--- config.mk ---
export PLATFORM = sky130hd
export DESIGN_NAME = cmr_mult
export DESIGN_NICKNAME = d
export VERILOG_FILES = /design/src/sv/cmr_pkg.sv /design/src/sv/cmr_mult.sv
export SDC_FILE = /design/constraint.sdc
export NUM_CORES = 2
export LEC_CHECK = 0
export BUFFER_PORTS_ARGS = -buffer_cell sky130_fd_sc_hd__clkbuf_2
export CORE_MARGIN = 2
export CORE_UTILIZATION = 55
export CTS_CLUSTER_SIZE = 14
export DETAILED_ROUTE_END_ITERATION = 10
export PLACE_DENSITY = 0.72
export SYNTH_ARGS = -nofsm -noshare
export SYNTH_HDL_FRONTEND = slang
export SYNTH_SLANG_ARGS = --single-unit
export TNS_END_PERCENT = 1
--- constraint.sdc ---
create_clock -name clock -period 12.65 [get_ports clock]
set_clock_uncertainty 0.15 [all_clocks]
set_input_delay 3.1625 -clock clock [delete_from_list [all_inputs] [get_ports clock]]
set_output_delay 3.1625 -clock clock [all_outputs]
set_load 0.02 [all_outputs]
--- src/sv/cmr_pkg.sv ---
package cmr_pkg;

   localparam int MAX_SUBJECTS = 64;
   localparam int FRAC_BITS    = 16;
   localparam int ADDR_W       = $clog2(MAX_SUBJECTS);
   localparam int DEATH_W      = ADDR_W + 1;
   localparam int TIME_W       = 32;
   localparam int SCORE_W      = 32;
   localparam int RISK_W       = SCORE_W + ADDR_W;
   localparam int HAZ_W        = 48;
   localparam int DIV_W        = RISK_W + ADDR_W;
   localparam int MUL_A_W      = RISK_W;
   localparam int MUL_B_W      = 32;
   localparam int PROD_W       = MUL_A_W + MUL_B_W;
   localparam int RES_W        = 32;

   localparam logic [HAZ_W-1:0] SAT_HAZ = '1;
   localparam logic [DIV_W-1:0] ONE_2F  = DIV_W'(1) << (2 * FRAC_BITS);
   localparam logic [40:0]      PROD_CAP = 41'(1) << 40;

   typedef struct packed {
      logic [TIME_W-1:0]  event_time;
      logic               status;
      logic               stratum;
      logic [SCORE_W-1:0] score;
   } subj_type;

   typedef struct packed {
      logic             go;
      logic [DIV_W-1:0] num;
      logic [DIV_W-1:0] den;
   } div_req_type;

   typedef struct packed {
      logic             done;
      logic [DIV_W-1:0] quot;
   } div_rsp_type;

   function automatic logic [HAZ_W-1:0] sat_add(input logic [HAZ_W-1:0] a,
                                                input logic [HAZ_W-1:0] b);
      logic [HAZ_W:0] s;
      s = {1'b0, a} + {1'b0, b};
      return s[HAZ_W] ? SAT_HAZ : s[HAZ_W-1:0];
   endfunction

endpackage

--- src/sv/cmr_mult.sv ---
module cmr_mult
   import cmr_pkg::*;
(
   input  logic               clock,
   input  logic               en,
   input  logic [MUL_A_W-1:0] a,
   input  logic [MUL_B_W-1:0] b,
   output logic [PROD_W-1:0]  prod
);

   logic [PROD_W-1:0] prod_ff;

   always_ff @(posedge clock) begin
      if (en) begin
         prod_ff <= PROD_W'(a) * PROD_W'(b);
      end
   end

   assign prod = prod_ff;

endmodule

==> impl_metrics.tcl <==
set metrics [dict create \
    outcome "finished, final reports clean" \
    crit_family "adder cells" \
    cts_tree "yes" \
    fp.dieW_um 276.9 \
    fp-row-count 100 \
    core_area_um2 74070 \
    route.detailed.drc 0 \
    numCtsBuffers 9 \
    cap_violations 0 \
    layout-drive-gt1-share_pct 4.911 \
    fp.dieH_um 276.9 \
    synth_top_cells_by_area "fa_1 (53%), inv_1 (9.9%), ha_1 (8.2%)" \
    slew_headroom_pct 22.07 \
    synth_flop_cell "edfxtp_1" \
    finalSetupViolCount 0 \
    rsz0062_at_grt "no" \
    vias_per_cell 5.563 \
    io-pin-count 142 \
    worstMarginPinSlew_ns 1.169 \
    clkSinkCount 70 \
    grt_pass1_wl_mm 178.8 \
    start_kind "primary input" \
    fin_setup_tns_ns 0 \
    netlist.top_cell.by_area "fa_1" \
    dieArea_um2 76690 \
    cts_setup_buffers 0 \
    clk_pin_slew_ns 0.07 \
    ys_ff_latch 70 \
    grt_max_degree 71 \
    syn_nets 5841 \
    holdBufCountCts 0 \
    htreeDepth 3 \
    yosysUniqueCellTypes 66 \
    crit_chain "clkbuf_2, nand2_1, fa_1, fa_1, fa_1, fa_1, inv_1, fa_1, fa_1, fa_1, fa_1, ha_1, nand4_1, or2_0, o221ai_1, a21oi_4, o41ai_4, a21oi_2, o221ai_1, a21oi_1, xnor2_1" \
    cpPeakStageDelay_ns 0.80 \
    worst_hold_path.num_cells 2 \
    wl_per_cell_um 20.71 \
    seq_area_frac_synth_pct 5.130 \
    io_buffers 141 \
    synth_edf_count 70 \
    start_util_pct 55.31 \
    antenna_found_initial 4 \
    vias 29519 \
    cp_num_cells 21 \
    required_ns 12.60 \
    path_class "primary input to flop" \
    synth_area_um2 40970 \
    final_nets 5749 \
    hp-class "primary input to flop" \
    dpl_cell_area_um2 42020 \
    cp_common_cell "fa_1" \
    drt_iter0_markers 1925 \
    avgSynthCellArea_um2 9.261 \
    cts_root_buffer "clkbuf_16" \
    synth-async-reset-ratio_pct 0 \
    synth_cells 4424 \
    min_period_ns 11.05 \
    end_kind "flop" \
    post-dp-hpwl_mm 84.72 \
    drt.antenna.violating_nets 0 \
    hold_violations 0 \
    synth_top_area_share_pct 52.57 \
    clock.fmax_mhz 90.52 \
    firstDrtPassIters 7 \
    final_area_um2 42310 \
    clk_path_buf_depth 2 \
    post_cts_resized 0 \
    finalCritPeriodShare_pct 87.33 \
    areaGrowthSynthToFinish_pct 3.274 \
    largest_reg_flops 70 \
    drv_slew 0 \
    grt_overflow 0 \
    arrival_ns 10.99 \
    grt_pass1_vias 32745 \
    num_antenna_cells 0 \
    grt_use_total_pct 30.16 \
    worst-path-buf-inv 2 \
    yosysWarnings 0 \
    cp_slowest_cell "clkbuf_2" \
    place_congestion 0.9121 \
    crit_path_max_fanout 38 \
    wl_mm 109.9 \
]
[path summary, 6_finish.rpt]
path | startpoint | to
worst min-delay path | en | prod[54]$_DFFE_PP_
worst max-delay path | b[9] | prod[69]$_DFFE_PP_
[cells in the final DEF, fill, tap and decap left out, drive strengths merged, types with 9 or more instances in the layout]
cell type / netlist / layout
edfxtp: 70 / 70
o21bai: 12 / 12
xnor2: 45 / 45
clkbuf: 237 / 149
inv: 1086 / 1087
and2: 528 / 528
nor2: 39 / 39
nand4: 18 / 18
a31oi: 9 / 9
a21oi: 79 / 79
nand3: 15 / 15
o21ai: 38 / 38
a21o: 35 / 35
ha: 269 / 269
fa: 1076 / 1076
buf: 24 / 18
xor2: 25 / 25
nand2: 745 / 745
[final cells by class]
type | instances | area (um2)
clock inverter | 7 | 72.57
clock buffer | 9 | 225.2
timing repair buffer | 158 | 833.3
multi-input combinational | 3007 | 33790
fill | 6568 | 31760
inverter | 1086 | 4076
sequential | 70 | 2102
tap | 969 | 1212
[synthesized netlist by cell type (3+ instances only)]
cell type and instances:
nand2b_1 4, nor4_1 3, nor3_1 7, nand2_1 744, and2_1 528, o211ai_1 5, xor2_1 25, a31oi_4 3
nor2_1 38, inv_1 1086, a21oi_2 8, a31oi_1 5, clkbuf_1 237, buf_2 12, nand3_1 14, nor2b_1 5
a21oi_1 69, a221o_1 4, o21bai_1 12, o21ai_1 9, xnor2_1 45, buf_1 11, a21o_1 34, o21ai_0 25
a221oi_2 3, ha_1 269, and3_1 7, nand4_1 18, edfxtp_1 70, o221ai_1 3, fa_1 1076
[cell families after synthesis]
kind of cell / after synthesis / synth area share [%]
compound gates: 214 / 3.942
xor+xnor: 70 / 1.496
fa+ha+maj: 1345 / 60.79
buf+inv: 1347 / 12.40
flops: 70 / 5.130
simple gates: 1378 / 16.25
[layer usage]
metal,vias up,share of wire (%),global-route usage [%],routed length (um)
li1,12475,-,-,-
met1,15502,37,37.35,40400
met2,1206,51,52.62,55930
met3,332,6.5,3.628,7089
met4,4,5.8,14.65,6421
met5,-,0.030,0,33
[metrics by stage]
step	util (%)	hold WS [ns]	setup slack [ns]	instances
floorplan	-	3.125	2.322	4424
global placement	56.72	3.465	1.372	5290
detailed placement	56.72	3.466	1.318	5290
CTS	57.13	3.448	1.695	5306
global route	57.13	3.466	1.279	5306
finish	57.13	3.406	1.603	5306
Power is left out: the tool's default activity adds up to more than one toggle a clock period on the data nets, which glitch-free logic cannot reach.
