===== config.mk =====
export PLATFORM = sky130hd
export DESIGN_NAME = cmr_divider
export DESIGN_NICKNAME = d
export VERILOG_FILES = /design/src/sv/cmr_pkg.sv /design/src/sv/cmr_divider.sv
export SDC_FILE = /design/constraint.sdc
export NUM_CORES = 1
export LEC_CHECK = 0
export ABC_CLOCK_PERIOD_IN_PS = 3720
export BUFFER_PORTS_ARGS = -buffer_cell sky130_fd_sc_hd__buf_2
export CAP_MARGIN = 20
export CORE_MARGIN = 8
export CORE_UTILIZATION = 49
export CTS_CLUSTER_SIZE = 28
export DETAILED_ROUTE_END_ITERATION = 12
export PLACE_DENSITY = 0.71
export SYNTH_ARGS = -nofsm -noshare
export SYNTH_HDL_FRONTEND = slang
export SYNTH_SLANG_ARGS = --single-unit

===== constraint.sdc =====
create_clock -name clock -period 3.72 [get_ports clock]
set_input_delay 0 -clock clock [delete_from_list [all_inputs] [get_ports clock]]
set_output_delay 0 -clock clock [all_outputs]
set_load 0.02 [all_outputs]

===== src/sv/cmr_pkg.sv =====
package cmr_pkg;

   localparam int MAX_SUBJECTS = 64;
   localparam int FRAC_BITS    = 16;
   localparam int ADDR_W       = $clog2(MAX_SUBJECTS);
   localparam int DEATH_W      = ADDR_W + 1;
   localparam int TIME_W       = 32;
   localparam int SCORE_W      = 32;
   localparam int RISK_W       = SCORE_W + ADDR_W;
   localparam int HAZ_W        = 48;
   localparam int DIV_W        = RISK_W + ADDR_W;
   localparam int MUL_A_W      = RISK_W;
   localparam int MUL_B_W      = 32;
   localparam int PROD_W       = MUL_A_W + MUL_B_W;
   localparam int RES_W        = 32;

   localparam logic [HAZ_W-1:0] SAT_HAZ = '1;
   localparam logic [DIV_W-1:0] ONE_2F  = DIV_W'(1) << (2 * FRAC_BITS);
   localparam logic [40:0]      PROD_CAP = 41'(1) << 40;

   typedef struct packed {
      logic [TIME_W-1:0]  event_time;
      logic               status;
      logic               stratum;
      logic [SCORE_W-1:0] score;
   } subj_type;

   typedef struct packed {
      logic             go;
      logic [DIV_W-1:0] num;
      logic [DIV_W-1:0] den;
   } div_req_type;

   typedef struct packed {
      logic             done;
      logic [DIV_W-1:0] quot;
   } div_rsp_type;

   function automatic logic [HAZ_W-1:0] sat_add(input logic [HAZ_W-1:0] a,
                                                input logic [HAZ_W-1:0] b);
      logic [HAZ_W:0] s;
      s = {1'b0, a} + {1'b0, b};
      return s[HAZ_W] ? SAT_HAZ : s[HAZ_W-1:0];
   endfunction

endpackage


===== src/sv/cmr_divider.sv =====
module cmr_divider
   import cmr_pkg::*;
(
   input  logic        clock,
   input  logic        reset,
   input  div_req_type req,
   output div_rsp_type rsp
);

   logic [DIV_W:0]           rem_ff, rem_in;
   logic [DIV_W-1:0]         quo_ff, quo_in;
   logic [DIV_W-1:0]         den_ff, den_in;
   logic [$clog2(DIV_W+1)-1:0] cnt_ff, cnt_in;
   logic                     busy_ff, busy_in;
   logic                     done_ff, done_in;
   logic [DIV_W:0]           rem_sh;

   always_comb begin
      rem_in  = rem_ff;
      quo_in  = quo_ff;
      den_in  = den_ff;
      cnt_in  = cnt_ff;
      busy_in = busy_ff;
      done_in = 1'b0;
      rem_sh  = {rem_ff[DIV_W-1:0], quo_ff[DIV_W-1]};
      if (req.go) begin
         rem_in  = '0;
         quo_in  = req.num;
         den_in  = req.den;
         cnt_in  = ($clog2(DIV_W+1))'(DIV_W);
         busy_in = 1'b1;
      end else if (busy_ff) begin
         // restoring step, one quotient bit per cycle
         if (rem_sh >= {1'b0, den_ff}) begin
            rem_in = rem_sh - {1'b0, den_ff};
            quo_in = {quo_ff[DIV_W-2:0], 1'b1};
         end else begin
            rem_in = rem_sh;
            quo_in = {quo_ff[DIV_W-2:0], 1'b0};
         end
         cnt_in = cnt_ff - 1'b1;
         if (cnt_ff == 1) begin
            busy_in = 1'b0;
            done_in = 1'b1;
         end
      end
   end

   always_ff @(posedge clock) begin
      if (reset) begin
         busy_ff <= 1'b0;
         done_ff <= 1'b0;
         cnt_ff  <= '0;
      end else begin
         busy_ff <= busy_in;
         done_ff <= done_in;
         cnt_ff  <= cnt_in;
      end
      rem_ff <= rem_in;
      quo_ff <= quo_in;
      den_ff <= den_in;
   end

   assign rsp.done = done_ff;
   assign rsp.quot = quo_ff;

endmodule


==> out/metrics.yaml <==
outcome:
  outcome: "completed"
cts:
  insertion_delay_ps: 430
  cts_hold_buf: 90
  cts_resized: 0
  numCtsBuffers: 17
  clock-sinks: 140
  clockRootBuffer: "clkbuf_16"
  clock_tree.buffer_depth: 2
  clk_pin_slew_ps: 60
  post_cts_buffers: 0
  cts_tree: "yes"
  cts_htree_levels: 4
place:
  gp_congestion: 0.8625
  post-dp-hpwl_um: 14740
  dp.cells: 1158
  port_buffers: 135
  dp_slack_ps: 484.7
  placedInstanceArea_um2: 9060
timing:
  final.setup.tns_ps: 0
  fin_crit_sh_pct: 88.97
  rsz0062_at_grt: "no"
  relSlewSlack_pct: 29.53
  maxSlewViolCount: 0
  report.final.hold_viol_count: 0
  fin_skew_ps: 16.76
  period_needed_ps: 3310
  finalSetupViolCount: 0
  fmax_mhz: 302.1
  setup_ws_ps: 410.4
  worst_pin_slew_ps: 1057
finish:
  drive_above_1_share_pct: 22.55
  area_growth_pct: 26.99
  fill_cells: 1356
  fin_nets: 1185
  fin_cells: 1280
  n_antenna_cell: 0
  design_area_um2: 10520
synthesis:
  netlist_instances: 847
  synth_mux_area_share_pct: 6.478
  synthesis.nets: 985
  synth_cell_type_count: 73
  synthArstFlopShare_pct: 0
  synth_top_family_by_area: "compound AO/OA/AOI/OAI gates"
  synth_area_leaders: "edfxtp_1 32%, dfxtp_1 13%, ha_1 6.9%"
  synth_compound_area_share_pct: 18.03
  synth-seq-area-share_pct: 44.46
  syn-cell-area_um2: 8285
  yosys.area.top_type: "edfxtp_1"
  ys_warn_count: 0
  synth-edff-count: 88
  synth_xor_area_share_pct: 4.123
  synthFlopType: "edfxtp_1"
  ys_seq_elements: 140
  synth.avg_cell_area_um2: 9.782
  synthAdderAreaFrac_pct: 7.188
  synth_top_area_share_pct: 31.89
  post_synth_and_or_nand_nor_area_fraction_pct: 14.29
worst_setup_path:
  rrSetupSlack_ps: 410
  critPathLaunchType: "register"
  r2r_end: "rem_ff[42]"
  crit_slowest_cell: "edfxtp_1"
  cp_max_fo: 4
  regToRegStartpoint: "quo_ff[43]"
  crit_path_end: "rem_ff[42]"
  critPathRequiredTime_ps: 4010
  critical_path_class: "reg2reg"
  path_cells: "inv_1 > ha_1 > fa_1 > nand2b_1 > a21oi_1 > o211ai_1 > a311oi_2 > o21ai_1 > o31ai_2 > a211oi_1 > xor2_1 > a31oi_1"
  r2r_cells: 12
  end_kind: "register"
  cp.arrival_ps: 3600
  crit_start: "quo_ff[43]"
  slowest_delay_ps: 410
grt:
  grt_max_degree: 70
  antenna_found_initial: 0
  grt_pass1_wl_um: 35950
  grtUsageTotal_pct: 20.36
  grt_pass1_vias: 7200
  grt-ovfl-total: 0
route:
  wl_per_cell_um: 16.92
  via_count: 7031
  routed_via_density: 5.493
  drt_pass1_iterations: 5
  drt_iter0_drc: 553
  drc: 0
  wirelength_um: 21650
  ant_nets: 0
floorplanning:
  fp.dieArea_um2: 21330
  pin_count: 136
  start_util_pct: 49.96
  die_w_um: 146.0
  core_area_um2: 16580
  rows: 47
  die_h_um: 146.0
hold_path:
  hp-class: "in2reg"
power_and_ir_drop:
  post-layout-total-power_mw: 4.827
  ir_drop_v: 0.0003579
  p_leak_nw: 4.424
  power.density_nw_per_um2: 458.8
flow_run:
  cap_violations: 0
==> final cells by class <==
class / count / area (um^2) / share of cell area, %
repair buffers: 234 / 1647 / 15.65
well taps: 220 / 275.3 / 2.616
clock inverters: 14 / 131.4 / 1.249
multi-input cells: 600 / 4151 / 39.46
inverters: 54 / 202.7 / 1.927
flip-flops and latches: 140 / 3685 / 35.02
clock buffers: 18 / 429.2 / 4.079
==> state kept, by name (all words and copies together) (netlist names) <==
name	count
done_ff	1
rem_ff	44
den_ff	44
cnt_ff	6
busy_ff	1
quo_ff	44
==> report_power, final <==
part	total, mW	switching (mW)	internal (mW)	leakage (nW)
sequential	1.91	0.0949	1.81	1.30
clock	1.64	0.706	0.931	0.268
combinational	1.28	0.741	0.539	2.85
==> critical path: cells and delay by family (launching register included) <==
kind                     cells  cell delay (ps)
AO/OA/AOI/OAI                7             1740
XOR/XNOR                     1              170
adder cells (fa/ha/maj)      2              610
buffers and inverters        1               60
flip-flops                   1              410
AND/OR/NAND/NOR              1              190
==> synthesized netlist by cell type, types with 7 or more instances <==
cell	count
nand2_1	102
edfxtp_1	88
nor2_1	72
inv_1	54
a21oi_1	53
dfxtp_1	52
ha_1	46
mux2_2	45
a311oi_1	36
clkbuf_1	29
a21o_1	27
xnor2_1	27
o21ai_0	23
buf_2	16
nand4_1	15
nor3_1	15
xor2_1	12
nand3_1	11
o211ai_1	8
a211oi_1	7
nand2b_1	7
o21bai_1	7
==> layer usage <==
metal	GRT usage (%)	vias up	wire length, um
li1	-	3486	-
met1	25.24	3287	9834
met2	32.09	227	9659
met3	7.509	31	1733
met4	7.058	0	423
met5	0	-	0
==> cells by family after synthesis <==
kind of cell	Yosys count
AO/OA/AOI/OAI	207
flip-flops	140
buffers and inverters	107
adder cells (fa/ha/maj)	47
XOR/XNOR	39
AND/OR/NAND/NOR	259
multiplexers	48
==> how the worst min path moves through the flow <==
stage / startpoint / cells after the start / end
floorplan: req[0] / 0 / den_ff[0]
global placement: req[31] / 1 / den_ff[31]
detailed placement: req[7] / 1 / den_ff[7]
CTS: req[35] / 2 / den_ff[35]
global route: req[9] / 2 / den_ff[9]
finish: req[9] / 2 / den_ff[9]
==> per-stage QoR <==
step	hold WS (ps)	utilization, %
floorplan	98.87	-
global placement	177.3	54.63
detailed placement	178.4	54.63
CTS	268.1	63.44
global route	274.0	63.44
finish	283.0	63.44
==> cells in the final DEF (no fill, tap or decap), types with 45 or more instances in the layout <==
master         Yosys  final
mux2_2            45     45
buf_2             16    134
nor2_1            72     72
dfxtp_1           52     51
a21oi_1           53     53
ha_1              46     46
nand2_1          102    102
edfxtp_1          88     88
dlygate4sd3_1      0     90
inv_1             54     54
Note: power is estimated with default switching activity, not from simulation.
